[src/tdc_hit_record_decoder_assert.svh]
// Assertion macros for the timing-readout record decoder.
// Included by the top level; depends on nothing else.
`ifndef TDC_HIT_RECORD_DECODER_ASSERT_SVH
`define TDC_HIT_RECORD_DECODER_ASSERT_SVH
`ifndef SYNTHESIS
`define TDCHRD_ASSERT_IMP(lbl, clk, rst_n, pre, post, msg) \
  lbl: assert property (@(posedge clk) disable iff (!rst_n) (pre) |-> (post)) \
    else $error(msg);
`define TDCHRD_ASSERT_NXT(lbl, clk, rst_n, pre, post, msg) \
  lbl: assert property (@(posedge clk) disable iff (!rst_n) (pre) |=> (post)) \
    else $error(msg);
`else
`define TDCHRD_ASSERT_IMP(lbl, clk, rst_n, pre, post, msg)
`define TDCHRD_ASSERT_NXT(lbl, clk, rst_n, pre, post, msg)
`endif
`endif

[src/tdchrd_pkg.sv]
// Shared types, codes and fixed-point constants of the record decoder.
// No dependencies.
package tdchrd_pkg;

  localparam int unsigned EVENT_RANGE_DEFAULT = 65536;

  // Configuration port.
  localparam int unsigned CFG_W     = 16;
  localparam int unsigned CFG_IDX_W = 2;
  localparam logic [CFG_IDX_W-1:0] CFG_WRAP_DROP       = 2'd0;
  localparam logic [CFG_IDX_W-1:0] CFG_WRAP_LOW_WINDOW = 2'd1;
  localparam logic [CFG_IDX_W-1:0] CFG_WRAP_HIGH_MARK  = 2'd2;
  localparam logic [CFG_W-1:0] WRAP_DROP_RST       = 16'd20000;
  localparam logic [CFG_W-1:0] WRAP_LOW_WINDOW_RST = 16'd50;
  localparam logic [CFG_W-1:0] WRAP_HIGH_MARK_RST  = 16'd65530;

  typedef struct packed {
    logic [CFG_W-1:0] wrap_drop;
    logic [CFG_W-1:0] wrap_low_window;
    logic [CFG_W-1:0] wrap_high_mark;
  } cfg_t;

  typedef enum logic [1:0] {
    KIND_HIT  = 2'd0,
    KIND_TIME = 2'd1,
    KIND_TEMP = 2'd2
  } kind_e;

  // Record classification.
  localparam logic [7:0]  GROUP1_BOARD     = 8'd12;
  localparam logic [7:0]  GROUP1_BOARD_OUT = 8'd11;
  localparam logic [7:0]  BOARD_GAP_LO     = 8'd8;
  localparam logic [7:0]  BOARD_GAP_HI     = 8'd20;
  localparam logic [15:0] CHAN_TIME        = 16'd100;
  localparam logic [15:0] CHAN_TEMP        = 16'd101;

  // Pipeline control.
  localparam int unsigned N_STAGES = 5;
  typedef struct packed {
    logic [N_STAGES-1:0] load;
    logic [N_STAGES-1:0] valid;
  } pipe_ctrl_t;

  // Time arithmetic: counts times 400000, fine counts over 262143 = 2^18 - 1.
  localparam int unsigned TIME_P_W   = 52;
  localparam int unsigned TIME_W     = 53;
  localparam int unsigned WIDTH_W    = 54;
  localparam int unsigned FINE_Y_W   = 51;
  localparam int unsigned FINE_SHIFT = 18;
  localparam int unsigned QUOT_W     = 34;
  localparam logic signed [19:0] TICK_SCALE = 20'sd400000;
  // Half divisor for rounding plus 2^32 divisors, which keeps the dividend positive.
  localparam logic signed [TIME_P_W-1:0] Y_OFFSET = 52'sd1125895612006399;
  localparam logic signed [QUOT_W-1:0] QUOT_BIAS = 34'sd4294967296;

  // Temperature arithmetic.
  localparam int unsigned TEMP_P_W  = 59;
  localparam int unsigned TEMP_FRAC = 24;
  localparam logic signed [26:0] TEMP_GAIN = 27'sd33378403;
  // Offset 280.2308787 degC scaled by 2^32, with the half LSB for rounding folded in.
  localparam logic signed [TEMP_P_W-1:0] TEMP_OFFSET = -59'sd1203574070738;
  localparam logic signed [32:0] TEMP_REC_ROUND = 33'sd128;
  localparam int unsigned TEMP_REC_SHIFT = 8;

endpackage

[src/tdchrd_fine_div.sv]
// Rounded quotient of a biased fine-count product by 2^18 - 1, using adds only.
// Depends on tdchrd_pkg.
module tdchrd_fine_div (
  input  logic [tdchrd_pkg::FINE_Y_W-1:0]      y_i,
  output logic signed [tdchrd_pkg::QUOT_W-1:0] q_o
);

  localparam int unsigned SH  = tdchrd_pkg::FINE_SHIFT;
  localparam int unsigned YW  = tdchrd_pkg::FINE_Y_W;
  localparam int unsigned QW  = tdchrd_pkg::QUOT_W;
  localparam int unsigned A2W = YW - 2 * SH;
  localparam logic [SH+1:0] DIV  = (SH + 2)'((1 << SH) - 1);
  localparam logic [SH+1:0] DIV2 = (SH + 2)'(2 * ((1 << SH) - 1));

  logic [SH-1:0]  a0, a1;
  logic [A2W-1:0] a2;
  logic [SH+1:0]  digit_sum;
  logic [1:0]     corr;
  logic [QW-1:0]  q_u;

  // With 2^18 = d + 1, y = d * (a2 * 2^18 + a2 + a1) + (a0 + a1 + a2); the
  // digit sum stays below 3d, so at most two compares finish the quotient.
  assign a0 = y_i[SH-1:0];
  assign a1 = y_i[2*SH-1:SH];
  assign a2 = y_i[YW-1:2*SH];

  assign digit_sum = (SH + 2)'(a0) + (SH + 2)'(a1) + (SH + 2)'(a2);
  assign corr      = (digit_sum >= DIV2) ? 2'd2 : ((digit_sum >= DIV) ? 2'd1 : 2'd0);

  assign q_u = QW'({a2, {SH{1'b0}}}) + QW'(a2) + QW'(a1) + QW'(corr);
  assign q_o = $signed(q_u) - tdchrd_pkg::QUOT_BIAS;

endmodule

[config.mk]
export PLATFORM = sky130hd
export DESIGN_NAME = tdchrd_fine_div
export DESIGN_NICKNAME = d
export VERILOG_FILES = /design/src/tdc_hit_record_decoder_assert.svh /design/src/tdchrd_pkg.sv /design/src/tdchrd_fine_div.sv
export SDC_FILE = /design/constraint.sdc
export NUM_CORES = 1
export LEC_CHECK = 0
export ABC_AREA = 1
export BUFFER_PORTS_ARGS = -buffer_cell sky130_fd_sc_hd__buf_4
export CORE_ASPECT_RATIO = 1.2
export CORE_MARGIN = 8
export CORE_UTILIZATION = 35
export DETAILED_ROUTE_END_ITERATION = 8
export SYNTH_ARGS = -nofsm -noshare
export SYNTH_HDL_FRONTEND = slang
export SYNTH_SLANG_ARGS = --single-unit
export TNS_END_PERCENT = 1
[constraint.sdc]
create_clock -name vclk -period 5.9
set_clock_uncertainty 0.2 [all_clocks]
set_input_delay 0.59 -clock vclk [all_inputs]
set_output_delay 0.59 -clock vclk [all_outputs]
set_load 0.02 [all_outputs]
# [Yosys cells after proc, flatten, opt, wreduce, memory -nomap -nowiden]
# Index checks and enable logic that the tools add are counted.
[word_totals] rom_bits=0 latchBits=0 register_bits=0 ramBits=0 elab_cells=10 memories=0
[op_classes] n_mul=0 reduce_logical=0 bitwise_logic=0 n_eq_ne=0 magnitude_cmp=2 muxes=2 div=0 n_addsub=6 n_shift=0
[op_table] cell="33-bit by 15-bit adder with 34-bit output" n=1
[op_table] cell="34-bit by 18-bit adder with 34-bit output" n=1
[op_table] cell="34-bit by 2-bit adder with 34-bit output" n=1
[op_table] cell="34-bit subtractor, second input constant" n=1
[op_table] cell="19-bit by 15-bit adder with 20-bit output" n=1
[op_table] cell="20-bit by 18-bit greater-or-equal comparator with 1-bit output, second input constant" n=1
[op_table] cell="20-bit by 19-bit greater-or-equal comparator with 1-bit output, second input constant" n=1
[op_table] cell="18-bit by 18-bit adder with 19-bit output" n=1
[op_table] cell="2-bit two-way mux" n=1
[op_table] cell="1-bit two-way mux" n=1

# [Depth between registers and ports, before layout]
[logic_depth] depth_word=7 depth_mapped=33

# [Least setup slack after synthesis]
# OpenSTA, ideal clock, no wires.
[synth_timing] path_kind="input to output" startpoint="input port y_i[1] (netlist name)" endpoint="output port q_o[21] (netlist name)" t_arrival_ps=4820 path_buffers=0 cell_stages=29 setup_slack_ps=290 t_required_ps=5110 cell_sequence="inv_1 > fa_1 > inv_1 > ha_1 > fa_1 > nand3_1 > nand3_1 > nand2_1 > nand2_1 > nand3_1 > nand2_1 > nand2_1 > nand2_1 > nand2_2 > nor2_1 > a21oi_1 > inv_1 > fa_1 > ha_1 > fa_1 > nand3_1 > nand2_1 > a21oi_2 > o21ai_4 > nand2_2 > nand2_2 > nand2_4 > nor2_1 > xor2_1"
[synth_between] elab_chain_cells=7
[synth_lines] item="from (decl)" line="tdchrd_fine_div.sv:4" rtl="input logic [tdchrd_pkg::FINE_Y_W-1:0] y_i,"
[synth_lines] item="18-bit by 18-bit adder with 19-bit output *" line="tdchrd_fine_div.sv:27" rtl="assign digit_sum = (SH + 2)'(a0) + (SH + 2)'(a1) + (SH + 2)'(a2);"
[synth_lines] item="19-bit by 15-bit adder with 20-bit output *" line="tdchrd_fine_div.sv:27"
[synth_lines] item="20-bit by 18-bit greater-or-equal comparator with 1-bit output" line="tdchrd_fine_div.sv:28" rtl="assign corr = (digit_sum >= DIV2) ? 2'd2 : ((digit_sum >= DIV) ? 2'd1 : 2'd0);"
[synth_lines] item="1-bit two-way mux" line="tdchrd_fine_div.sv:28"
[synth_lines] item="2-bit two-way mux *" line="tdchrd_fine_div.sv:28"
[synth_lines] item="34-bit by 2-bit adder with 34-bit output *" line="tdchrd_fine_div.sv:30" rtl="assign q_u = QW'({a2, {SH{1'b0}}}) + QW'(a2) + QW'(a1) + QW'(corr);"
[synth_lines] item="34-bit subtractor *" line="tdchrd_fine_div.sv:31" rtl="assign q_o = $signed(q_u) - tdchrd_pkg::QUOT_BIAS;"
[synth_lines] item="to (decl)" line="tdchrd_fine_div.sv:5" rtl="output logic signed [tdchrd_pkg::QUOT_W-1:0] q_o"
# Mark *: on every way between the ends. The rest lies on a longest branch, timed or not.

# [Worst setup path in the final report]
[layout_timing] startpoint="input port y_i[1] (netlist name)" endpoint="output port q_o[25] (netlist name)"
# Same word-level chain as after synthesis.

==> flow_metrics.py <==
metrics = {
    "final_layout": {
        "regArea_um2": 0,
        "fill_cells": 911,
        "fin_util_pct": 48.8,
        "fin_cells": 718,
        "clock_buffer_count": 0,
        "multiInputGateArea_um2": 2930,
        "design_area_um2": 4180,
        "antenna_cells": 0,
        "nNetsFinal": 721,
        "seq_cells": 0,
        "area_delta_synth_final_pct": 36.3,
        "layout-drive-gt1-share_pct": 29.6,
    },
    "global_route": {
        "grt-ovfl-total": 0,
        "grt_pass1_wl_um": 17200,
        "grt_pass1_vias": 3753,
        "grt_usage_pct": 17.2,
        "grt_max_degree": 8,
        "antenna_found_initial": 0,
    },
    "setup_path": {
        "slowest_delay_ns": 0.54,
        "start_kind": "input pin",
        "crit_top_cell": "nand2_2",
        "cp_top_family": "adder cells",
        "path_buf_inv": 6,
        "required_ns": 5.11,
        "cp_slowest_cell": "fa_1",
        "worst-path-max-fanout": 4,
        "cp.arrival_ns": 5.05,
        "crit_path_end_kind": "primary output",
        "cp.depth": 32,
        "critPathKind": "in2out",
    },
    "die": {
        "core.rowCount": 37,
        "io_pins": 85,
        "initial_utilization_pct": 35.8,
        "core_region_area_um2": 8560,
        "die_width_um": 101,
        "die_y_um": 119,
        "die-area_um2": 12000,
    },
    "synthesis": {
        "yosysUniqueCellTypes": 31,
        "synth.net_count": 611,
        "synth_cells": 493,
        "yosys_warnings": 0,
        "seq_area_frac_synth_pct": 0,
        "synth_area_um2": 3070,
        "postSynthAreaPerCell_um2": 6.22,
    },
    "timing": {
        "period_minus_slack_ns": 5.84,
        "rsz0062_at_grt": "yes",
        "setup_tns_ns": 0,
        "max_freq_ghz": 0.171,
        "slew_headroom_pct": 72.3,
        "tightest_slew_ns": 0.415,
        "period_share_pct": 99.0,
        "setup_viol": 0,
        "drv_slew": 0,
        "final_hold_viol_count": 0,
    },
    "place": {
        "globalplace.congestion": 0.919,
        "placed_area_um2": 4000,
        "place_inst": 715,
        "io_buffers": 85,
        "hpwl_um": 9290,
    },
    "drt": {
        "post_drt_wl_per_cell_um": 14.4,
        "drt_iter0_markers": 87,
        "via_per_inst": 4.90,
        "drc": 0,
        "wl_um": 10400,
        "vias": 3519,
        "dr.pass1.iters": 4,
        "ant_nets": 0,
    },
    "pwr": {
        "p_sw_share_pct": 59.6,
        "clock_power_share_pct": 0,
        "irDropWorstVdd_mv": 0.0918,
        "leakagePower_nw": 2.26,
        "p_switching_mw": 0.414,
        "combPwrFrac_pct": 100.0,
        "power_density_nw_per_um2": 166,
        "p_seq_share_pct": 0,
        "power.internal_mw": 0.281,
    },
    "run_status": {
        "status": "complete, no violations",
    },
    "clock_network": {
        "cts_hold_buf": 0,
    },
    "worst_hold_path": {
        "hold_depth": 3,
        "hp-class": "in2out",
    },
    "job": {
        "cap_violations": 0,
    },
}
-- layout by cell type, fill, tap and decap left out, types with 10 or more instances in the layout --
| master | synthesis | layout |
|---|---|---|
| a21oi_1 | 33 | 29 |
| fa_1 | 19 | 16 |
| buf_4 | 0 | 106 |
| nand2_2 | 12 | 19 |
| ha_1 | 48 | 45 |
| nor2_1 | 35 | 31 |
| nand3_1 | 36 | 34 |
| nand2_1 | 145 | 137 |
| nor2_2 | 6 | 10 |
| inv_1 | 74 | 68 |
| xor2_1 | 19 | 19 |
-- worst paths after layout --
check	slack [ns]	from	endpoint
setup / recovery	0.06	y_i[1]	q_o[25]
hold / removal	1.26	y_i[50]	q_o[33]
-- per-stage QoR --
step | hold slack [ns] | power [mW] | setup slack, ns
floorplan | 1.06 | 0.426 | 0.290
global placement | 1.28 | 0.655 | -0.122
detailed placement | 1.29 | 0.657 | -0.163
CTS | 1.29 | 0.669 | 0.0141
global route | 1.27 | 0.772 | -0.146
finish | 1.26 | 0.695 | 0.0613
-- power by group through the flow --
| stage | clock network [mW] | registers (mW) | logic [mW] |
|---|---|---|---|
| after global routing | 0 | 0 | 0.772 |
| after detailed placement | 0 | 0 | 0.657 |
| after CTS | 0 | 0 | 0.669 |
| after floorplan | 0 | 0 | 0.426 |
| final | 0 | 0 | 0.695 |
| after global placement | 0 | 0 | 0.655 |
-- metal layers --
layer | share of wire, % | track usage (%)
met1 | 40 | 19.2
met5 | 0 | 0
met4 | 1.8 | 2.80
met3 | 2.4 | 1.23
met2 | 56 | 34.0
-- final cells by class --
cell class         count  share of cell area [%]
repair buffers       108                    19.6
multi-input cells    417                    70.1
inverters             76                    6.82
well taps            117                    3.50
-- cell families after synthesis --
group,after synthesis,share of synthesized area [%]
adders and majority gates,67,32.0
AOI/OAI and AO/OA,51,9.71
xor gates and xnor gates,29,8.28
buffers and inverters,76,9.30
and+or+nand+nor,270,40.7
-- Yosys cell counts --
cell type    n  area share [%]
o21ai_0     10             1.6
a21oi_2      2            0.57
and2_1       1            0.20
and3_1       1            0.20
o21a_1       1            0.24
nand2_4      3             1.1
inv_2        2            0.24
ha_1        48              20
o22ai_1      1            0.20
nand3_2      3            0.98
xnor2_1     10             2.9
nand2_2     12             2.4
a21oi_1     33             5.4
nor4_1       2            0.41
nand2_1    145              18
nor2_1      35             4.3
inv_1       74             9.1
fa_1        19              12
nor2_2       6             1.2
nor3_2       4             1.3
xor2_1      19             5.4
nor2_4       1            0.37
nand3b_1     7             1.7
o31ai_1      1            0.24
nor3b_1      1            0.24
a21boi_2     1            0.37
nor3_1       5            0.82
o21ai_4      2             1.1
nand3_1     36             5.9
nor3b_2      1            0.41
nand4_1      7             1.4
-- timing repair --
item,CTS,global route
endpoints found under the setup margin,13,24
buffers inserted,2,1
gates resized for setup,8,36
pin swaps,6,19
Note: power is estimated with default switching activity, not from simulation.
