### src/tdc_hit_record_decoder_assert.svh
// Assertion macros for the timing-readout record decoder.
// Included by the top level; depends on nothing else.
`ifndef TDC_HIT_RECORD_DECODER_ASSERT_SVH
`define TDC_HIT_RECORD_DECODER_ASSERT_SVH
`ifndef SYNTHESIS
`define TDCHRD_ASSERT_IMP(lbl, clk, rst_n, pre, post, msg) \
  lbl: assert property (@(posedge clk) disable iff (!rst_n) (pre) |-> (post)) \
    else $error(msg);
`define TDCHRD_ASSERT_NXT(lbl, clk, rst_n, pre, post, msg) \
  lbl: assert property (@(posedge clk) disable iff (!rst_n) (pre) |=> (post)) \
    else $error(msg);
`else
`define TDCHRD_ASSERT_IMP(lbl, clk, rst_n, pre, post, msg)
`define TDCHRD_ASSERT_NXT(lbl, clk, rst_n, pre, post, msg)
`endif
`endif

### src/tdchrd_pkg.sv
// Shared types, codes and fixed-point constants of the record decoder.
// No dependencies.
package tdchrd_pkg;

  localparam int unsigned EVENT_RANGE_DEFAULT = 65536;

  // Configuration port.
  localparam int unsigned CFG_W     = 16;
  localparam int unsigned CFG_IDX_W = 2;
  localparam logic [CFG_IDX_W-1:0] CFG_WRAP_DROP       = 2'd0;
  localparam logic [CFG_IDX_W-1:0] CFG_WRAP_LOW_WINDOW = 2'd1;
  localparam logic [CFG_IDX_W-1:0] CFG_WRAP_HIGH_MARK  = 2'd2;
  localparam logic [CFG_W-1:0] WRAP_DROP_RST       = 16'd20000;
  localparam logic [CFG_W-1:0] WRAP_LOW_WINDOW_RST = 16'd50;
  localparam logic [CFG_W-1:0] WRAP_HIGH_MARK_RST  = 16'd65530;

  typedef struct packed {
    logic [CFG_W-1:0] wrap_drop;
    logic [CFG_W-1:0] wrap_low_window;
    logic [CFG_W-1:0] wrap_high_mark;
  } cfg_t;

  typedef enum logic [1:0] {
    KIND_HIT  = 2'd0,
    KIND_TIME = 2'd1,
    KIND_TEMP = 2'd2
  } kind_e;

  // Record classification.
  localparam logic [7:0]  GROUP1_BOARD     = 8'd12;
  localparam logic [7:0]  GROUP1_BOARD_OUT = 8'd11;
  localparam logic [7:0]  BOARD_GAP_LO     = 8'd8;
  localparam logic [7:0]  BOARD_GAP_HI     = 8'd20;
  localparam logic [15:0] CHAN_TIME        = 16'd100;
  localparam logic [15:0] CHAN_TEMP        = 16'd101;

  // Pipeline control.
  localparam int unsigned N_STAGES = 5;
  typedef struct packed {
    logic [N_STAGES-1:0] load;
    logic [N_STAGES-1:0] valid;
  } pipe_ctrl_t;

  // Time arithmetic: counts times 400000, fine counts over 262143 = 2^18 - 1.
  localparam int unsigned TIME_P_W   = 52;
  localparam int unsigned TIME_W     = 53;
  localparam int unsigned WIDTH_W    = 54;
  localparam int unsigned FINE_Y_W   = 51;
  localparam int unsigned FINE_SHIFT = 18;
  localparam int unsigned QUOT_W     = 34;
  localparam logic signed [19:0] TICK_SCALE = 20'sd400000;
  // Half divisor for rounding plus 2^32 divisors, which keeps the dividend positive.
  localparam logic signed [TIME_P_W-1:0] Y_OFFSET = 52'sd1125895612006399;
  localparam logic signed [QUOT_W-1:0] QUOT_BIAS = 34'sd4294967296;

  // Temperature arithmetic.
  localparam int unsigned TEMP_P_W  = 59;
  localparam int unsigned TEMP_FRAC = 24;
  localparam logic signed [26:0] TEMP_GAIN = 27'sd33378403;
  // Offset 280.2308787 degC scaled by 2^32, with the half LSB for rounding folded in.
  localparam logic signed [TEMP_P_W-1:0] TEMP_OFFSET = -59'sd1203574070738;
  localparam logic signed [32:0] TEMP_REC_ROUND = 33'sd128;
  localparam int unsigned TEMP_REC_SHIFT = 8;

endpackage

### src/tdchrd_wrap_track.sv
// Per-group event wrap detection and saturating wrap counters.
// Depends on tdchrd_pkg.
module tdchrd_wrap_track (
  input  logic               clk_i,
  input  logic               rst_ni,
  input  tdchrd_pkg::cfg_t   cfg_i,
  input  logic               update_i,
  input  logic               group_i,
  input  logic signed [31:0] event_i,
  output logic [31:0]        wrap_count_o
);

  logic signed [31:0] last_event_q [2];
  logic [31:0]        wrap_count_q [2];

  logic signed [31:0] prev_event;
  logic [31:0]        cur_count;
  logic signed [33:0] diff;
  logic signed [33:0] neg_drop;
  logic               drop_ok, low_ok, high_ok;

  assign prev_event = last_event_q[group_i];
  assign cur_count  = wrap_count_q[group_i];

  assign diff     = 34'(event_i) - 34'(prev_event);
  assign neg_drop = 34'sd0 - $signed({18'b0, cfg_i.wrap_drop});
  assign drop_ok  = diff < neg_drop;
  assign low_ok   = !event_i[31] && (event_i[30:0] < {15'b0, cfg_i.wrap_low_window});
  assign high_ok  = !prev_event[31] && (prev_event[30:0] > {15'b0, cfg_i.wrap_high_mark});

  assign wrap_count_o = (drop_ok && low_ok && high_ok && (cur_count != '1))
                        ? cur_count + 32'd1 : cur_count;

  always_ff @(posedge clk_i or negedge rst_ni) begin
    if (!rst_ni) begin
      last_event_q[0] <= '0;
      last_event_q[1] <= '0;
      wrap_count_q[0] <= '0;
      wrap_count_q[1] <= '0;
    end else if (update_i) begin
      last_event_q[group_i] <= event_i;
      wrap_count_q[group_i] <= wrap_count_o;
    end
  end

endmodule

### config.mk
export PLATFORM = sky130hd
export DESIGN_NAME = tdchrd_wrap_track
export DESIGN_NICKNAME = d
export VERILOG_FILES = /design/src/tdc_hit_record_decoder_assert.svh /design/src/tdchrd_pkg.sv /design/src/tdchrd_wrap_track.sv
export SDC_FILE = /design/constraint.sdc
export NUM_CORES = 1
export LEC_CHECK = 0
export BUFFER_PORTS_ARGS = -buffer_cell sky130_fd_sc_hd__buf_2
export CORE_ASPECT_RATIO = 0.9
export CORE_MARGIN = 2
export CORE_UTILIZATION = 35
export CTS_CLUSTER_SIZE = 16
export DETAILED_ROUTE_END_ITERATION = 8
export SLEW_MARGIN = 20
export SYNTH_ARGS = -nofsm -noshare
export SYNTH_HDL_FRONTEND = slang
export SYNTH_SLANG_ARGS = --single-unit
### constraint.sdc
create_clock -name clk_i -period 10.75 [get_ports clk_i]
set_input_delay 1.075 -clock clk_i [delete_from_list [all_inputs] [get_ports clk_i]]
set_output_delay 1.075 -clock clk_i [all_outputs]
set_load 0.005 [all_outputs]
# --- Word-level counts from Yosys, hierarchy flattened ---
# Cells that the tools add are included.
word_totals:
  out_inout_bits: 32
  register_bits: 128
  elab_cells: 33
  in_bits: 84
classes:
  n_lt_le_gt_ge: 5
  bitwise: 1
  add_sub_neg: 3
  n_eq_ne: 1
  muxes: 11
  n_reduce_logical: 8
ops:
  columns: ["operator", "count"]
  rows:
  - ["32-bit 2-to-1 mux", 8]
  - ["64-bit bitwise mux", 2]
  - ["33-bit by 17-bit < comparator with 1-bit output", 1]
  - ["32-bit by 32-bit subtractor with 33-bit output", 1]
  - ["32-bit by 1-bit adder with 32-bit output, second input constant", 1]
  - ["32-bit demux with 1-bit select", 1]
  - ["32-bit != test, second input constant", 1]
  - ["31-bit by 16-bit > comparator with 1-bit output", 1]
  - ["31-bit by 16-bit < comparator with 1-bit output", 1]
  - ["1-bit by 16-bit subtractor with 17-bit output, first input constant", 1]
  - ["1-bit logical AND", 6]
  - ["2-bit >= comparator, second input constant", 1]
  - ["1-bit zero test", 2]
  - ["2-bit by 1-bit < comparator with 1-bit output, second input constant", 1]
  - ["1-bit NOT with 2-bit output", 1]

# --- Logic depth before layout (Yosys ltp) ---
# Gate-level depths: netlist of run 1.
logic_depth:
  word_depth: 11
  depth_mapped: 35
  mapped_depth_nobuf: 24

# --- Least setup slack after synthesis of run 1 ---
# OpenSTA, ideal clock, no wires.
synth_path:
  path_kind: "input -> output"
  from: "input port group_i"
  to: "output port wrap_count_o[20]"
  slack_ns: 1.811
  n_path_buf: 10
  stages: 34
  required_ns: 9.675
  t_arrival_ns: 7.864
  cell_sequence: "buf_6 buf_6 buf_6 buf_6 buf_6 clkbuf_1 clkbuf_1 buf_1 mux2i_1 inv_1 ha_1 inv_1 fa_1 a211oi_1 o21ai_0 o311a_1 o211ai_1 a31oi_1 a41o_1 o41ai_1 nor3b_1 a211oi_1 ha_1 nand4_1 nor3b_2 nand3_1 a2111oi_0 nor3_1 mux2_2 or2_1 buf_2 buf_6 or3_1 xor2_1"
synth_between:
  elab_chain_len: 10
  word_cells_on_any_way: 18
  cone_classes: "add/sub (2); order compare (2); eq/ne (1); mux (7); bitwise (1); reduce/logical (5)"
synth_rtl:
  columns: ["element", "line_no", "source"]
  rows:
  - ["start: declaration", "tdchrd_wrap_track.sv:8", "input logic group_i,"]
  - ["1-bit NOT with 2-bit output (implied by the code) (*)", "tdchrd_wrap_track.sv:22, tdchrd_wrap_track.sv:23", null]
  - ["32-bit 2-to-1 mux (implied by the code) (3 in series)", "tdchrd_wrap_track.sv:22", "assign prev_event = last_event_q[group_i];"]
  - ["32-bit by 32-bit subtractor with 33-bit output", "tdchrd_wrap_track.sv:25", "assign diff = 34'(event_i) - 34'(prev_event);"]
  - ["33-bit by 17-bit < comparator with 1-bit output", "tdchrd_wrap_track.sv:27", "assign drop_ok = diff < neg_drop;"]
  - ["1-bit logical AND (3 in series)", "tdchrd_wrap_track.sv:31", "assign wrap_count_o = (drop_ok && low_ok && high_ok && (cur_count != '1))"]
  - ["32-bit 2-to-1 mux (*)", "tdchrd_wrap_track.sv:32", "? cur_count + 32'd1 : cur_count;"]
  - ["end: declaration", "tdchrd_wrap_track.sv:10", "output logic [31:0] wrap_count_o"]
# Mark *: on every way between the ends. The rest lies on a longest branch, timed or not. The select of a mux whose other input is x is not followed.

# --- Worst setup path after layout of run 1 ---
layout_path:
  from: "input port group_i"
  to: "output port wrap_count_o[18]"
# The elaborated chain is that of the path after synthesis.

==> key figures, run 1 <==
Floorplan
  – # IOs: 116
  – Die area: 0.0304 mm²
  – Core ar.: 0.0287 mm²
  – Die Wd: 183 µm
  – Die H: 166 µm
  – Initial Util: 35.3%
  – FP Rows: 59

Logic synthesis
  – Share of the synthesized area in the top cell type: 31.6%
  – EDFF count, synth: 0
  – Syn Area/Cell: 8.53 µm²
  – Flops & latches, synth: 128
  – Post-synth cell types: 74
  – Synth warn: 0
  – Syn_nets: 1371
  – Area of the mapped netlist: 0.0101 mm²
  – Leading area contributor after synthesis: dfrtp_1
  – Sequential share of the synthesized area: 31.6%
  – Ranking of synthesized cells by area: dfrtp_1 32%, ha_1 12%, nand2_1 9.6%
  – Syn Inst Count: 1189
  – Top_reg_cell synth: dfrtp_1
  – Synth async-reset ratio: 100%

Route
  – DRC viols: 0
  – Antenna Violating Nets Remaining: 0
  – Initial drt markers: 629
  – Vias per cell: 5.16
  – Final WL: 27.7 mm
  – Vias: 8609
  – Pre-antenna DRT Iters: 8
  – DR WL/cell: 16.6 µm

Clock network
  – CTS Root Cell: clkbuf_16
  – Hold_buf cts: 0
  – Clk buf depth: 2
  – CTS resizes: 0
  – CTS H-tree depth: 4
  – Clock sinks: 128
  – Clk_lat worst skew: 430 ps
  – Post-CTS Setup Inserts: 0
  – TritonCTS clock tree: built
  – Cts bufs inserted: 17
  – CTS clock-pin slew for the worst setup and hold paths: 70 ps

STA
  – Min Tclk post-route: 9010 ps
  – Final period utilization: 83.8%
  – Fin Clk Skew: 12.2 ps
  – Endpoints failing setup: 0
  – Max-slew headroom: 34.4%
  – Worst Tran Pin Value: 979 ps
  – Final Hold Fails: 0
  – F_max: 0.111 GHz
  – RSZ-0062 raised after global routing: false
  – Slew Limit Fails: 0
  – Setup tns final: 0 ps

Placed design
  – GPL Wtd Cong: 0.875
  – Post-DP HPWL: 20.3 mm
  – IO Port Bufs: 115
  – Placed Instance Area: 0.0110 mm²

Run status
  – Status: finished clean

Worst setup path
  – Worst path bufs/invs: 5
  – Critical Path AT: 7930 ps
  – CP required: 9680 ps
  – CP max stage cell: buf_4
  – CP Max Fanout: 41
  – Crit end category: primary output
  – Crit path kind: in -> out
  – Startpoint Class: input port
  – Top cell family by delay on the critical path: compound AO/OA/AOI/OAI gates
  – Critical path's largest stage delay: 530 ps

GRT
  – First-pass GRT wire length: 45.5 mm
  – Grt ovf: 0
  – Largest net degree at the start of global routing: 68
  – Antenna violations before repair: 0
  – GRT Overall Usage: 18.9%
  – Vias in the first global route: 8572

Final layout
  – N_diodes: 0
  – Nets: 1472
  – Most common cell after layout, fill and taps aside: nand2_1
  – Layout cells sized above 1: 15.0%
  – Layout Area Growth over Synthesis: 14.6%
  – Final instance area: 0.0116 mm²
  – Most frequent cells in the layout: 260 x nand2_1, 128 x dfrtp_1, 113 x buf_2, 97 x ha_1, 83 x xnor2_1

Pwr
  – Peak VDD IR: 110 µV
  – Pwr dens: 134 mW/mm²
  – Pleak: 5.86 nW

Hold path
  – Worst hold path class: reg -> reg

Job
  – Max cap viols: 0
==> power breakdown <==
part / internal (mW) / switching [mW] / leakage (nW)
Combinational: 0.181 / 0.262 / 3.89
Clock: 0.330 / 0.253 / 0.284
Sequential: 0.512 / 0.0194 / 1.69
==> path summary, 6_finish.rpt <==
| check | from | endpoint | slack [ps] | cells after the start |
|---|---|---|---|---|
| setup / recovery | group_i | wrap_count_o[18] | 1740 | 27 |
| hold / removal | wrap_count_q[62]$_DFFE_PN0P_ | wrap_count_q[62]$_DFFE_PN0P_ | 460 | 1 |
| setup reg to reg | last_event_q[0]$_DFFE_PN0P_ | wrap_count_q[33]$_DFFE_PN0P_ | 4050 | 24 |
| hold reg to reg | wrap_count_q[62]$_DFFE_PN0P_ | wrap_count_q[62]$_DFFE_PN0P_ | 460 | 1 |
| max in group asynchronous | rst_ni | last_event_q[42]$_DFFE_PN0P_ | 8550 | 2 |
| min in group asynchronous | rst_ni | wrap_count_q[38]$_DFFE_PN0P_ | 750 | 1 |
==> logic make-up after synthesis <==
kind of cell	count (synthesis)	share of synthesized area [%]
simple gates	499	23.3
compound gates	167	10.8
xor+xnor	135	11.7
flops	128	31.6
buf+inv	102	4.55
fa+ha+maj	98	12.2
mux	60	6.04
==> worst register-to-register path, delay by kind of cell, from the launching register on <==
kind	cells	cell delay (ps)
simple gates	6	1560
fa+ha+maj	3	780
compound gates	9	2600
flops	1	350
mux	3	810
buf+inv	3	480
==> cell type report <==
cell class	instances	area, µm²
clock buffers	17	425
well taps	366	458
multi-input cells	959	6500
clock inverters	15	160
repair buffers	125	656
inverters	59	221
fillers	2891	17100
flip-flops and latches	128	3200
==> Yosys cell counts (all sizes together) (5+ instances only) <==
cell type  number
a21o           24
nor4           14
a21oi          62
a32oi           5
buf            23
o211ai         10
ha             97
inv            59
or2             5
a211oi          5
dfrtp         128
mux2i          53
clkbuf         20
xor2           52
nand2         261
nand2b          7
nand3b         12
nor3           41
mux2            7
xnor2          83
nor2           58
nor2b          13
nand4          17
o21ai          23
nand3          47
==> per-layer routing <==
metal / GRT usage [%] / share of wire (%)
met1: 26.5 / 49
met2: 30.3 / 45
met3: 3.75 / 4.2
met4: 3.71 / 0.99
met5: 0 / 0
==> registers in the layout, indices dropped and copies added, names as in the netlist <==
signal,cells
wrap_count_q,64
last_event_q,64
==> stage by stage <==
step	std cells	total power, mW	utilization [%]	hold WS, ps	setup WS, ps
2_1_floorplan	1189	0.850	-	434	1810
3_5_place_dp	1637	0.978	38.4	450	1780
6_report	1669	1.56	40.5	460	1740
5_1_grt	1669	1.66	40.5	470	1120
4_1_cts	1669	1.57	40.5	464	1740
3_3_place_gp	1637	0.968	38.4	453	2050
Power figures use the tool's default switching activity.
==> inputs of run 2 (changes only) <==
==> constraint.sdc (replaced) <==
create_clock -name clk_i -period 7.25 [get_ports clk_i]
set_input_delay 0.725 -clock clk_i [delete_from_list [all_inputs] [get_ports clk_i]]
set_output_delay 0.725 -clock clk_i [all_outputs]
set_load 0.005 [all_outputs]
==> key figures, run 2 (synthesized netlist as in run 1, its figures left out) <==
Clock network
  – TritonCTS clock tree: built
  – Hold_buf cts: 0 (unchanged)
  – CTS clock-pin slew for the worst setup and hold paths: 70 ps (about the same)
  – Clk buf depth: 2 (unchanged)
  – CTS Root Cell: clkbuf_16
  – Clock sinks: 128 (unchanged)
  – CTS H-tree depth: 4 (unchanged)
  – Clk_lat worst skew: 430 ps (about the same)
  – Cts bufs inserted: 17 (unchanged)

Pwr
  – Pwr dens: 192 mW/mm² (+44%)
  – Clock Power Share: 35.2% (-2.2 points)
  – Pleak: 5.89 nW (+0.60%)
  – Peak VDD IR: 173 µV (+57%)
  – Sw Ratio: 34.4% (+0.070 points)
  – Comb power frac: 30.0% (+1.6 points)
  – P_sw: 778 µW (+46%)
  – Sequential Power Share: 34.8% (+0.7 points)
  – Int Power: 1.49 mW (+45%)
  – Tot Pwr: 2.26 mW (+45%)

Floorplan
  – FP Rows: 59 (unchanged)
  – Die H: 166 µm (unchanged)
  – Initial Util: 35.3% (unchanged)
  – Core ar.: 0.0287 mm² (unchanged)
  – Die Wd: 183 µm (unchanged)
  – Die area: 0.0304 mm² (unchanged)
  – # IOs: 116 (unchanged)

Final layout
  – Layout Area Growth over Synthesis: 16.0%
  – Largest regs: last_event_q: 64 flops, wrap_count_q: 64 flops
  – Most frequent cells in the layout: 260 x nand2_1, 128 x dfrtp_1, 113 x buf_2, 97 x ha_1, 83 x xnor2_1
  – Most common cell after layout, fill and taps aside: nand2_1
  – N_diodes: 0 (unchanged)
  – Register area: 0.00320 mm² (unchanged)
  – Nets: 1480 (+0.54%)
  – Area of the multi-input gates: 0.00659 mm² (+1.4%)
  – Layout cells sized above 1: 16.4% (+1.4 points)
  – Filler Cell Count: 2858 (-1.1%)

Route
  – Vias: 8712 (+1.2%)
  – DR WL/cell: 16.3 µm (-1.5%)
  – DRC viols: 0 (unchanged)
  – Initial drt markers: 514 (-18%)
  – Antenna Violating Nets Remaining: 0 (unchanged)
  – Vias per cell: 5.19 (+0.71%)
  – Pre-antenna DRT Iters: 5 (-3)
  – Final WL: 27.4 mm (-1.0%)

GRT
  – First-pass GRT wire length: 45.3 mm (-0.40%)
  – Antenna violations before repair: 0 (unchanged)
  – Grt ovf: 0 (unchanged)
  – Vias in the first global route: 8565 (-0.082%)
  – Largest net degree at the start of global routing: 85 (+25%)
  – GRT Overall Usage: 18.9% (-0.027 points)

Worst setup path
  – CP required: 6520 ps (-3160 ps)
  – Critical path's largest stage delay: 400 ps (-130 ps)
  – CP Launch Point: group_i
  – Critical Path AT: 6190 ps (-1740 ps)
  – Crit path kind: in -> out
  – Reg2Reg Depth: 22 (-8.3%)
  – RR Endpoint: wrap_count_q[52]$_DFFE_PN0P_
  – Startpoint Class: input port
  – Crit path to: wrap_count_o[20]
  – Top cell family by delay on the critical path: compound AO/OA/AOI/OAI gates
  – Worst reg2reg path startpoint: last_event_q[4]$_DFFE_PN0P_
  – WP depth: 26 (-3.7%)
  – CP max stage cell: o41ai_4
  – Worst path bufs/invs: 4 (-1)
  – CP Max Fanout: 9 (-78%)
  – Crit end category: primary output
  – Reg2Reg Setup Slack: 1550 ps (-2500 ps)

STA
  – Final period utilization: 95.4%
  – Min Tclk post-route: 6920 ps
  – Setup tns final: 0 ps (unchanged)
  – Max-slew headroom: 31.7% (-2.7 points)
  – Final Hold Fails: 0 (unchanged)
  – Slew Limit Fails: 0 (unchanged)
  – Fin Clk Skew: 15.3 ps (+3.09 ps)
  – Worst Tran Pin Value: 1020 ps (+43.0 ps)
  – Final hold slack: 411 ps (-48.7 ps)
  – F_max: 0.145 GHz
  – Endpoints failing setup: 0 (unchanged)

Placed design
  – IO Port Bufs: 115 (unchanged)
  – GPL Wtd Cong: 0.870 (-0.63%)
  – Post-DP HPWL: 20.3 mm (+0.16%)

Run status
  – Status: finished clean

Hold path
  – Worst hold path class: in -> async

Job
  – Max cap viols: 0 (unchanged)
## run 2: repair_timing
| item | CTS | global route |
|---|---|---|
| setup endpoints to repair | 0 | 31 |
| setup buffers | 0 | 3 |
| resized for setup | 0 | 16 |
## run 2: per-stage QoR
| step | cell area, µm² | setup slack [ps] | util (%) | instances |
|---|---|---|---|---|
| floorplan | 10200 | -55.1 | - | 1189 |
| global placement | 11100 | 216 | 38.8 | 1642 |
| detailed placement | 11100 | 108 | 38.8 | 1642 |
| CTS | 11700 | 89.3 | 40.6 | 1674 |
| global route | 11800 | -19.4 | 41.0 | 1677 |
| finish | 11800 | 330 | 41.0 | 1677 |
## run 2: worst reg2reg max path, stage by stage (launching register included)
cell and delay [ps]:
dfrtp_1 390, mux2i_1 230, ha_1 330, a21o_1 200, a211o_1 280, o21ai_1 310
o2111a_1 280, nor3_1 80, or2_2 320, a41o_1 250, o41a_1 320, xor2_1 150
ha_1 290, nand4_1 140, nor3b_2 300, nand3_2 140, a2111oi_4 220, nor3_2 80
mux2_4 350, or2_4 300, buf_6 190, nor4_2 280, xor2_1 190
## run 2: routing by layer
layer / global-route usage, % / share of wire (%) / vias up
li1: - / - / 4313
met1: 26.3 / 49 / 4183
met5: 0 / 0 / -
met3: 3.07 / 4.2 / 26
met4: 4.04 / 1.3 / 0
met2: 30.8 / 46 / 190
## run 2: power groups by stage
stage / logic [mW] / clock network [mW] / registers [mW]
3_3_place_gp: 0.646 / 0 / 0.800
6_report: 0.679 / 0.797 / 0.787
5_1_grt: 0.772 / 0.847 / 0.793
4_1_cts: 0.662 / 0.813 / 0.787
3_5_place_dp: 0.657 / 0 / 0.799
2_1_floorplan: 0.477 / 0 / 0.792
## run 2: layout make-up
type / instances / share of cell area (%)
Multi-Input combinational cell: 959 / 56.0
Sequential cell: 128 / 27.2
Timing Repair Buffer: 133 / 6.42
Tap cell: 366 / 3.89
Clock buffer: 19 / 3.68
Inverter: 59 / 1.88
Clock inverter: 13 / 0.903
## run 2: how the worst min path moves through the flow
stage                                      start                            to  slack (ps)
floorplan                                 rst_ni   last_event_q[0]$_DFFE_PN0P_         430
global placement    wrap_count_q[49]$_DFFE_PN0P_  wrap_count_q[49]$_DFFE_PN0P_         450
detailed placement  wrap_count_q[62]$_DFFE_PN0P_  wrap_count_q[62]$_DFFE_PN0P_         450
CTS                                       rst_ni  last_event_q[20]$_DFFE_PN0P_         440
global route                              rst_ni  last_event_q[20]$_DFFE_PN0P_         480
finish                                    rst_ni  last_event_q[20]$_DFFE_PN0P_         410
