### config.mk
export PLATFORM = sky130hd
export DESIGN_NAME = tdchrd_pipe_ctrl
export DESIGN_NICKNAME = d
export VERILOG_FILES = /design/src/tdc_hit_record_decoder_assert.svh /design/src/tdchrd_pkg.sv /design/src/tdchrd_pipe_ctrl.sv
export SDC_FILE = /design/constraint.sdc
export NUM_CORES = 1
export LEC_CHECK = 0
export ABC_CLOCK_PERIOD_IN_PS = 1200
export BUFFER_PORTS_ARGS = -buffer_cell sky130_fd_sc_hd__buf_2
export CORE_AREA = 2 2 39 41
export DETAILED_ROUTE_END_ITERATION = 8
export DIE_AREA = 0 0 41 43
export GPL_TIMING_DRIVEN = 0
export PLACE_DENSITY = 0.35
export SLEW_MARGIN = 10
export SYNTH_ARGS = -nofsm -noshare
export SYNTH_HDL_FRONTEND = slang
export SYNTH_SLANG_ARGS = --single-unit
### constraint.sdc
create_clock -name clk_i -period 1.2 [get_ports clk_i]
set_input_delay 0.12 -clock clk_i [delete_from_list [all_inputs] [get_ports clk_i]]
set_output_delay 0.12 -clock clk_i [all_outputs]
set_load 0.01 [all_outputs]
### src/tdc_hit_record_decoder_assert.svh
// Assertion macros for the timing-readout record decoder.
// Included by the top level; depends on nothing else.
`ifndef TDC_HIT_RECORD_DECODER_ASSERT_SVH
`define TDC_HIT_RECORD_DECODER_ASSERT_SVH
`ifndef SYNTHESIS
`define TDCHRD_ASSERT_IMP(lbl, clk, rst_n, pre, post, msg) \
  lbl: assert property (@(posedge clk) disable iff (!rst_n) (pre) |-> (post)) \
    else $error(msg);
`define TDCHRD_ASSERT_NXT(lbl, clk, rst_n, pre, post, msg) \
  lbl: assert property (@(posedge clk) disable iff (!rst_n) (pre) |=> (post)) \
    else $error(msg);
`else
`define TDCHRD_ASSERT_IMP(lbl, clk, rst_n, pre, post, msg)
`define TDCHRD_ASSERT_NXT(lbl, clk, rst_n, pre, post, msg)
`endif
`endif

### src/tdchrd_pkg.sv
// Shared types, codes and fixed-point constants of the record decoder.
// No dependencies.
package tdchrd_pkg;

  localparam int unsigned EVENT_RANGE_DEFAULT = 65536;

  // Configuration port.
  localparam int unsigned CFG_W     = 16;
  localparam int unsigned CFG_IDX_W = 2;
  localparam logic [CFG_IDX_W-1:0] CFG_WRAP_DROP       = 2'd0;
  localparam logic [CFG_IDX_W-1:0] CFG_WRAP_LOW_WINDOW = 2'd1;
  localparam logic [CFG_IDX_W-1:0] CFG_WRAP_HIGH_MARK  = 2'd2;
  localparam logic [CFG_W-1:0] WRAP_DROP_RST       = 16'd20000;
  localparam logic [CFG_W-1:0] WRAP_LOW_WINDOW_RST = 16'd50;
  localparam logic [CFG_W-1:0] WRAP_HIGH_MARK_RST  = 16'd65530;

  typedef struct packed {
    logic [CFG_W-1:0] wrap_drop;
    logic [CFG_W-1:0] wrap_low_window;
    logic [CFG_W-1:0] wrap_high_mark;
  } cfg_t;

  typedef enum logic [1:0] {
    KIND_HIT  = 2'd0,
    KIND_TIME = 2'd1,
    KIND_TEMP = 2'd2
  } kind_e;

  // Record classification.
  localparam logic [7:0]  GROUP1_BOARD     = 8'd12;
  localparam logic [7:0]  GROUP1_BOARD_OUT = 8'd11;
  localparam logic [7:0]  BOARD_GAP_LO     = 8'd8;
  localparam logic [7:0]  BOARD_GAP_HI     = 8'd20;
  localparam logic [15:0] CHAN_TIME        = 16'd100;
  localparam logic [15:0] CHAN_TEMP        = 16'd101;

  // Pipeline control.
  localparam int unsigned N_STAGES = 5;
  typedef struct packed {
    logic [N_STAGES-1:0] load;
    logic [N_STAGES-1:0] valid;
  } pipe_ctrl_t;

  // Time arithmetic: counts times 400000, fine counts over 262143 = 2^18 - 1.
  localparam int unsigned TIME_P_W   = 52;
  localparam int unsigned TIME_W     = 53;
  localparam int unsigned WIDTH_W    = 54;
  localparam int unsigned FINE_Y_W   = 51;
  localparam int unsigned FINE_SHIFT = 18;
  localparam int unsigned QUOT_W     = 34;
  localparam logic signed [19:0] TICK_SCALE = 20'sd400000;
  // Half divisor for rounding plus 2^32 divisors, which keeps the dividend positive.
  localparam logic signed [TIME_P_W-1:0] Y_OFFSET = 52'sd1125895612006399;
  localparam logic signed [QUOT_W-1:0] QUOT_BIAS = 34'sd4294967296;

  // Temperature arithmetic.
  localparam int unsigned TEMP_P_W  = 59;
  localparam int unsigned TEMP_FRAC = 24;
  localparam logic signed [26:0] TEMP_GAIN = 27'sd33378403;
  // Offset 280.2308787 degC scaled by 2^32, with the half LSB for rounding folded in.
  localparam logic signed [TEMP_P_W-1:0] TEMP_OFFSET = -59'sd1203574070738;
  localparam logic signed [32:0] TEMP_REC_ROUND = 33'sd128;
  localparam int unsigned TEMP_REC_SHIFT = 8;

endpackage

### src/tdchrd_pipe_ctrl.sv
// Valid bits and load enables of the decoder pipeline.
// Depends on tdchrd_pkg.
module tdchrd_pipe_ctrl (
  input  logic                  clk_i,
  input  logic                  rst_ni,
  input  logic                  in_valid_i,
  input  logic                  out_ready_i,
  output tdchrd_pkg::pipe_ctrl_t ctrl_o
);

  localparam int unsigned N = tdchrd_pkg::N_STAGES;

  logic [N-1:0] valid_q, valid_d;
  logic [N-1:0] load;

  // A stage loads when it is empty or its content moves on, so bubbles fill up.
  assign load[N-1] = !valid_q[N-1] || out_ready_i;
  for (genvar k = 0; k < N - 1; k++) begin : g_load
    assign load[k] = !valid_q[k] || load[k+1];
  end

  assign valid_d = (load & {valid_q[N-2:0], in_valid_i}) | (~load & valid_q);

  always_ff @(posedge clk_i or negedge rst_ni) begin
    if (!rst_ni) begin
      valid_q <= '0;
    end else begin
      valid_q <= valid_d;
    end
  end

  assign ctrl_o.load  = load;
  assign ctrl_o.valid = valid_q;

endmodule

Word level (Yosys, flattened, before mapping):

Index checks and enable logic that the tools add are counted.

* register bits after elaboration: 5
* input bits: 4
* word-level logic and storage cells: 15

* bitwise operators: 4
* reductions and logical operators: 10

Operators by type and width (number)
* bitwise AND 5 bit: 2
* logical NOT 1 bit: 5
* logical OR 1 bit: 5
* NOT 5 bit: 1
* bitwise OR 5 bit: 1

Depth between registers and ports, before layout:

Gate-level depths: netlist of the first run.

* depth after elaboration: 9
* mapped depth: 3
* depth with buffers taken out: 3

Worst setup path before layout of the first run:

OpenSTA, ideal clock, no wires.

* kind: register to register
* start point: register (tool-made name)
* end point: register (tool-made name)
* library setup time: 120 ps
* data arrival time: 853 ps
* required time: 1080 ps
* slack: 227 ps
* cell stages (with the launch flop): 3
* path buffers: 0
* clock period less this slack: 973 ps
* path through: dfrtp_1 -> and3b_1 -> a41o_1

==> metrics, run 1 <==
status completed; Syn Nets 21; drt total wl 520 um; CTS Root Cell clkbuf_4; Vias/cell 3.75; CTS Buf Count 3; largest net degree at the start of global routing 7; Worst Hold Class in -> reg; final core utilization 24.6%; NumNets Final 42; Main synth FF type dfrtp_1; GRT Util Overall 7.79%; Fill cells 161; global-route wire length before repair 834 um; Worst setup EP type output port; share of cells above drive strength 1 approximately 54%; setup repair after global routing missed its margin true; vias in the first global route between 150 and 200; critical path's slowest cell dfrtp_1; max incr delay on CP 0.39 ns; Post-synth EDFFs 0; final setup fails 0; f_max roughly 0.83 GHz; I/O Buffers 13; R2R Setup Slk about 0.11 ns; Max Cap Viol 0; final worst-path cycle share 99.8%; cell depth of the worst flop-to-flop path 3; placed insts 46; asr flop ratio synth 100%; Yosys cell types 10; Starting Density 14.6%; post-synthesis sequential area ratio around 62%; Routed Antenna Nets 0; WP data arrival 1.08 ns; Avg Synthesized Cell Area 11.8 um2; peak fanout along the critical path 4; clock sinks 5; relative slew slack roughly nine tenths; grt ovf 0; Leak 0.166 nW; Synth Cell Area 201 um2; clk_lat worst skew 0.24 ns; Crit Path Category reg -> out; post-synthesis cell count 17; CTS tree yes; hpwl dp between 400 and 500 um; Critical Path RT 1.08 ns; slew at the pin closest to its max-slew limit between 0.1 and 0.15 ns; DRC 0; CP startpoint kind register; num ports 14; H-tree Lvls 1; Die W 41 um; largest area contributor in the netlist dfrtp_1; DR vias 199; share of the synthesized area in the top cell type 62.1%; Area Overhead vs Synth 68.9%; drt pass-1 iters 4; fin crit period 1.20 ns; Clock Skew 0.00706 ns; most frequent cell after synthesis dfrtp_1; synth cell count leaders 5 x dfrtp_1, 3 x nand2b_1, 2 x inv_1; CTS clk-pin slew, worst paths 0.05 ns; hold depth 2; storage element area 125 um2; post-synthesis register bit count 5; DR iter-0 viols 5; drt wl/cell 9.81 um; # diodes 0; fin cells 53; initial antenna violation count 0; GP Congestion 0.669; core box area 0.00138 mm2; pwr dens around 1500 mW/mm2; Die H 43 um; area of the multi-input gates approximately 70 um2; max-slew violation count 0; num rows 14; Peak VDD IR 0.520 mV; crit path cell chain and3b_2 > nand3_1 > buf_2; top post-synthesis cells by area dfrtp_1 62%, nand2b_1 9.3%, a41o_1 5.0%; die area 0.00176 mm2; CTS max path bufs 2; hold_sp in_valid_i; Syn. warnings 0; Hold Violations, Final 0
[metal layers]
| metal | track usage, % | part of all wire, % | vias up |
|---|---|---|---|
| met3 | 6.28 | 2.7 | 0 |
| met4 | 4.00 | 0 | 0 |
| met5 | 0 | 0 | - |
| met1 | 7.59 | 36 | 96 |
| met2 | 11.3 | 61 | 2 |
| li1 | - | - | 101 |
[where the power goes]
part | switching (mW) | leakage [nW] | internal (mW)
logic | 0.0614 | 0.0958 | 0.0606
registers | 0.0196 | 0.0526 | 0.189
clock network | 0.0706 | 0.0177 | 0.121
total | 0.152 | 0.166 | 0.370
[cells in the final DEF, fill, tap and decap left out]
cell type,instances
buf_2,13
nand4b_1,1
buf_4,2
nand2_1,1
a41o_1,1
and3b_2,1
nand3_1,1
dlygate4sd3_1,1
nand4_1,1
clkbuf_4,3
clkinv_2,1
nand2b_1,3
dfrtp_1,5
o21bai_1,1
inv_1,2
[logic make-up after synthesis]
family | Yosys count | synth area share (%)
AOI/OAI and AO/OA | 2 | 8.70
buffers and inverters | 2 | 3.73
DFF | 5 | 62.1
and+or+nand+nor | 8 | 25.5
[worst max path at each step]
stage,to,depth (start not counted),slack (ns),startpoint
5_1_grt,ctrl_o[6],3,-0.05,register
6_report,ctrl_o[6],3,0.002,register
4_1_cts,ctrl_o[5],3,-0.03,register
3_3_place_gp,ctrl_o[5],3,0.22,register
3_5_place_dp,ctrl_o[5],3,0.22,register
2_1_floorplan,register,2,0.23,register
[critical path, delay by kind of cell, from the launching register on]
kind / cells / cell delay, ns
AND/OR/NAND/NOR: 2 / 0.32
flip-flops: 1 / 0.39
buffers and inverters: 1 / 0.13
[layout make-up]
cell class / count / share of cell area, %
flip-flops and latches: 5 / 36.8
repair buffers: 16 / 26.5
multi-input cells: 10 / 20.6
clock buffers: 3 / 6.62
well taps: 16 / 5.88
inverters: 2 / 2.21
clock inverters: 1 / 1.47
[metrics by stage]
step	setup slack, ns	power [mW]	hold WS (ns)	instance area (um2)	TNS (ns)
after floorplan	0.227	0.263	-0.176	201	0
after global placement	0.220	0.319	-0.0576	287	0
after CTS	-0.0266	0.525	0.0551	325	-0.0479
final	0.00204	0.521	0.0632	340	0
after detailed placement	0.223	0.318	-0.0582	287	0
after global routing	-0.0509	0.557	0.0537	340	-0.131
[timing repair]
action                                 4_1_cts  5_1_grt
setup endpoints to repair                    2        4
resized for setup                            1        0
pin swaps                                    2        2
endpoints found under the hold margin        5        0
setup buffers                                0        2
hold buffers                                 1        0
Power figures use the tool's default switching activity.
==> inputs of run 2 (changes only) <==
CAP_MARGIN = 20   (was unset)
RECOVER_POWER = 25   (was unset)
==> run 2 against run 1 <==
Net effect: die area unchanged; power about the same; sequential share of layout area increased by 0.14 points; critical path type unchanged.
==> metrics, run 2 (synthesis results as in run 1) <==
Peak VDD IR 0.521 mV (was 0.520 mV); DR iter-0 viols 5 (unchanged); core box area 0.00138 mm2 (unchanged); most common cell after layout, fill and taps aside buf_2 (unchanged); Die H 43 um (unchanged); GRT Util Overall 7.79% (unchanged); final core utilization 24.5% (was 24.6%); num rows 14 (unchanged); fin crit period 1.20 ns (about the same); grt ovf 0 (unchanged); critical path's slowest cell dfrtp_1 (unchanged); clk_lat worst skew 0.24 ns (about the same); drt wl/cell 9.79 um (was 9.81 um); drt pass-1 iters 4 (unchanged); vias in the first global route 182 (unchanged); H-tree Lvls 1 (unchanged); met1 Use GR 7.59% (unchanged); CTS tree yes (unchanged); Area Overhead vs Synth 68.3% (was 68.9%); hpwl dp 408 um (unchanged); met3 usage 6.28% (unchanged); pre-CTS setup slack 0.223 ns (unchanged); initial antenna violation count 0 (unchanged); busiest grt layer met2 (unchanged); M2 GR Usage 11.3% (unchanged); Vias/cell 3.74 (was 3.75); setup repair after global routing missed its margin true (unchanged); Power, Total 521 uW (about the same); status completed (unchanged); GP Congestion 0.669 (unchanged); global-route wire length before repair 834 um (unchanged); CTS Root Cell clkbuf_4 (unchanged); placed insts 46 (unchanged); smallest setup slack after layout 0.00112 ns (was 0.00204 ns); clock sinks 5 (unchanged); Starting Density 14.6% (unchanged); peak fanout along the critical path 4 (unchanged); share of cells above drive strength 1 51.4% (was 54.1%); largest net degree at the start of global routing 7 (unchanged); # diodes 0 (unchanged); pwr dens 1540 mW/mm2 (was 1530 mW/mm2); CTS max path bufs 2 (unchanged); final worst-path cycle share 99.9% (was 99.8%); relative slew slack 81.4% (was 90.4%); max incr delay on CP 0.39 ns (about the same); CTS Buf Count 3 (unchanged); Clock Skew 0.00699 ns (was 0.00706 ns); Leak 0.163 nW (was 0.166 nW); Hold Violations, Final 0 (unchanged); max-slew violation count 0 (unchanged); Crit Path Category reg -> out (unchanged); fin cells 53 (unchanged); NumNets Final 42 (unchanged); CTS clk-pin slew, worst paths 0.05 ns (about the same); Max Cap Viol 0 (unchanged); highest-count cells in the layout ignoring fill and taps 12 x buf_2, 5 x dfrtp_1, 3 x nand2b_1, 3 x clkbuf_4 (was 13 x buf_2, 5 x dfrtp_1, 3 x nand2b_1, 3 x clkbuf_4); DR vias 198 (was 199); R2R Setup Slk 0.11 ns (about the same); Routed Antenna Nets 0 (unchanged); f_max 0.834 GHz (was 0.835 GHz); slew at the pin closest to its max-slew limit 0.279 ns (was 0.144 ns); Critical Path RT 1.08 ns (about the same); drt total wl 519 um (was 520 um); Die W 41 um (unchanged); Worst Hold Class in -> reg (unchanged); final setup fails 0 (unchanged); I/O Buffers 13 (unchanged); CP startpoint kind register (unchanged); die area 0.00176 mm2 (unchanged); crit path cell chain and3b_2 > nand3_1 > buf_2 (unchanged); DRC 0 (unchanged); num ports 14 (unchanged); Worst setup EP type output port (unchanged); WP data arrival 1.08 ns (about the same)
## run 2: cell count changes in the layout (fill, tap and decap cells not counted)
cell	delta
clkbuf_1	+1
buf_2	-1
## run 2: repair_timing
item                       4_1_cts  5_1_grt
hold buffers                     1        0
resized for setup                1        0
setup endpoints to repair        2        4
buffers inserted                 0        2
pin swaps                        2        2
hold endpoints to repair         5        0
## run 2: report_power, final
part	switching (mW)	internal [mW]	total [mW]
logic	0.0613	0.0601	0.121
registers	0.0197	0.189	0.208
clock network	0.0709	0.121	0.192
## run 2: area by class of cell
type	instances	area [um2]
flip-flops and latches	5	125
clock buffers	3	22.5
multi-input cells	10	70.1
well taps	16	20.0
clock inverters	1	5.00
inverters	2	7.51
repair buffers	16	88.8
fillers	161	1040
## run 2: critical path: cells and delay by family, from the launching register on
family,cells,cell delay (ns)
flip-flops,1,0.39
buffers and inverters,1,0.13
AND/OR/NAND/NOR,2,0.32
## run 2: per-layer routing
| layer | wire length [um] | part of all wire (%) |
|---|---|---|
| met1 | 187 | 36 |
| met3 | 14 | 2.7 |
| met4 | 0 | 0 |
| met2 | 317 | 61 |
| met5 | 0 | 0 |
## run 2: final timing paths
kind	cells after the start	to	startpoint
worst max-delay path	3	ctrl_o[6]	register
worst min-delay path	2	register	in_valid_i
worst max register to register	3	register	register
worst min register to register	1	register	register
max in group asynchronous	2	async pin	rst_ni
min in group asynchronous	2	async pin	rst_ni
## run 2: stage by stage
step / hold WS (ns) / TNS [ns] / cell area [um2]
6_report: 0.0628 / 0 / 339
5_1_grt: 0.0537 / -0.131 / 339
4_1_cts: 0.0551 / -0.0479 / 325
3_5_place_dp: -0.0582 / 0 / 287
3_3_place_gp: -0.0576 / 0 / 287
2_1_floorplan: -0.176 / 0 / 201
==> inputs of run 3 (changes only) <==
--- a/config.mk
+++ b/config.mk
@@ -14,6 +14,5 @@
 export GPL_TIMING_DRIVEN = 0
 export PLACE_DENSITY = 0.35
-export RECOVER_POWER = 25
-export SLEW_MARGIN = 10
+export SLEW_MARGIN = 20
 export SYNTH_ARGS = -nofsm -noshare
 export SYNTH_HDL_FRONTEND = slang
==> constraint.sdc (replaced) <==
create_clock -name clk_i -period 1.2 [get_ports clk_i]
set_input_delay 0.18 -clock clk_i [delete_from_list [all_inputs] [get_ports clk_i]]
set_output_delay 0.18 -clock clk_i [all_outputs]
set_load 0.01 [all_outputs]
==> run 3 against run 2 <==
Net effect: the run now ends with negative setup slack left; critical path depth unchanged; cell area increased by 2.6%; critical endpoint unchanged; utilization increased by 0.63 points; sequential power about the same; clock skew about the same; count of clock-buffer cells in the layout unchanged; worst hold slack improved by 0.060 ns.
==> metrics, run 3 (synthesis results as in run 1) <==
CTS max path bufs 2 (unchanged); clk_lat worst skew 0.24 ns (about the same); I/O Buffers 13 (unchanged); max layer used met3 (unchanged); Vias/cell 3.78 (was 3.74); relative slew slack 90.0% (was 81.4%); smallest setup slack after layout -0.0577 ns (was 0.00112 ns); NumNets Final 43 (was 42); H-tree Lvls 1 (unchanged); CP startpoint kind register (unchanged); highest-count cells in the layout ignoring fill and taps 13 x buf_2, 5 x dfrtp_1, 3 x nand2b_1, 3 x clkbuf_4, 3 x buf_4 (was 12 x buf_2, 5 x dfrtp_1, 3 x nand2b_1, 3 x clkbuf_4); Top delay family on crit path flip-flops (unchanged); GRT Util Overall 7.79% (unchanged); drt pass-1 iters 4 (unchanged); crit path cell chain and3b_2 > nand3_1 > buf_2 (unchanged); pwr dens 1520 mW/mm2 (was 1540 mW/mm2); Leak 0.171 nW (was 0.163 nW); # diodes 0 (unchanged); met1 WL 193 um (was 187 um); total negative slack -0.149 ns (was 0 ns); Routed Antenna Nets 0 (unchanged); num rows 14 (unchanged); vias in the first global route 180 (was 182); DR iter-0 viols 7 (was 5); Crit Path Category reg -> out (unchanged); initial antenna violation count 0 (unchanged); Die H 43 um (unchanged); Starting Density 14.6% (unchanged); failing checks negative setup slack; fin crit period 1.26 ns (was 1.20 ns); drt total wl 527 um (was 519 um); Area Overhead vs Synth 72.7% (was 68.3%); fin cells 54 (was 53); die area 0.00176 mm2 (unchanged); max-slew violation count 0 (unchanged); slew at the pin closest to its max-slew limit 0.149 ns (was 0.279 ns); critical path's slowest cell dfrtp_1 (unchanged); hpwl dp 408 um (unchanged); met3 wire length 14 um (unchanged); WP buf/inv 1 (unchanged); CTS tree yes (unchanged); Clock Skew 0.00684 ns (was 0.00699 ns); share of cells above drive strength 1 55.3% (was 51.4%); CTS Root Cell clkbuf_4 (unchanged); final worst-path cycle share 105% (was 99.9%); Fill cells 161 (unchanged); DRC 0 (unchanged); Die W 41 um (unchanged); WP data arrival 1.08 ns (about the same); Critical Path RT 1.02 ns (was 1.08 ns); final setup fails 3 (was 0); drt wl/cell 9.76 um (was 9.79 um); max incr delay on CP 0.39 ns (about the same); setup repair after global routing missed its margin true (unchanged); DR vias 204 (was 198); GP Congestion 0.669 (unchanged); placed insts 46 (unchanged); metal2 WL 318 um (was 317 um); Worst setup EP type output port (unchanged); Hold Violations, Final 0 (unchanged); grt ovf 0 (unchanged); CTS clk-pin slew, worst paths 0.05 ns (about the same); status complete, but fails checks (was completed); most common cell after layout, fill and taps aside buf_2 (unchanged); clock sinks 5 (unchanged); CTS Buf Count 3 (unchanged); core box area 0.00138 mm2 (unchanged); global-route wire length before repair 834 um (unchanged); f_max 0.795 GHz (was 0.834 GHz); num ports 14 (unchanged); Worst Hold Class in -> reg (unchanged); Max Cap Viol 0 (unchanged); Peak VDD IR 0.520 mV (was 0.521 mV); peak fanout along the critical path 4 (unchanged); largest net degree at the start of global routing 7 (unchanged)
==> run 3: changes by cell type in the layout (fill, tap and decap cells not counted), sizes merged <==
cell and change:
buf +2, clkbuf -1
==> run 3: cell type report <==
class | instances | area [um2] | area share (%)
multi-input combinational | 10 | 70.1 | 20.1
tap | 16 | 20.0 | 5.76
timing repair buffer | 17 | 97.6 | 28.1
clock inverter | 1 | 5.00 | 1.44
inverter | 2 | 7.51 | 2.16
sequential | 5 | 125 | 36.0
clock buffer | 3 | 22.5 | 6.47
==> run 3: path summary, 6_finish.rpt <==
| check | from | endpoint | slack [ns] | cells after the start |
|---|---|---|---|---|
| max | register | ctrl_o[6] | -0.06 | 3 |
| min | in_valid_i | register | 0.12 | 2 |
| max reg2reg | register | register | 0.11 | 3 |
| min reg2reg | register | register | 0.51 | 1 |
| max in group asynchronous | rst_ni | async pin | 0.76 | 2 |
| min in group asynchronous | rst_ni | async pin | 0.30 | 2 |
==> run 3: power breakdown <==
group | internal, mW | leakage [nW] | switching (mW)
clock network | 0.121 | 0.0177 | 0.0709
logic | 0.0660 | 0.100 | 0.0628
registers | 0.189 | 0.0526 | 0.0196
==> run 3: stage by stage <==
step | area (um2) | power [mW] | setup slack (ns) | utilization, % | hold WS [ns]
final | 348 | 0.529 | -0.0577 | 25.1 | 0.123
after global routing | 348 | 0.564 | -0.111 | 25.1 | 0.114
after CTS | 325 | 0.525 | -0.0866 | 23.5 | 0.115
after floorplan | 201 | 0.263 | 0.227 | - | -0.116
after global placement | 287 | 0.319 | 0.160 | 20.7 | 0.00244
after detailed placement | 287 | 0.318 | 0.163 | 20.7 | 0.00184
==> run 3: layer usage <==
layer	vias to the layer above	global-route usage (%)
met1	99	7.59
met3	0	6.28
met5	-	0
li1	103	-
met2	2	11.3
met4	0	4.00
==> run 3: what timing repair did <==
action	in CTS	in global routing
endpoints found under the setup margin	4	4
buffers inserted	0	3
gates resized for setup	1	0
hold endpoints to repair	5	0
hold buffers	1	0
pin swaps	2	3
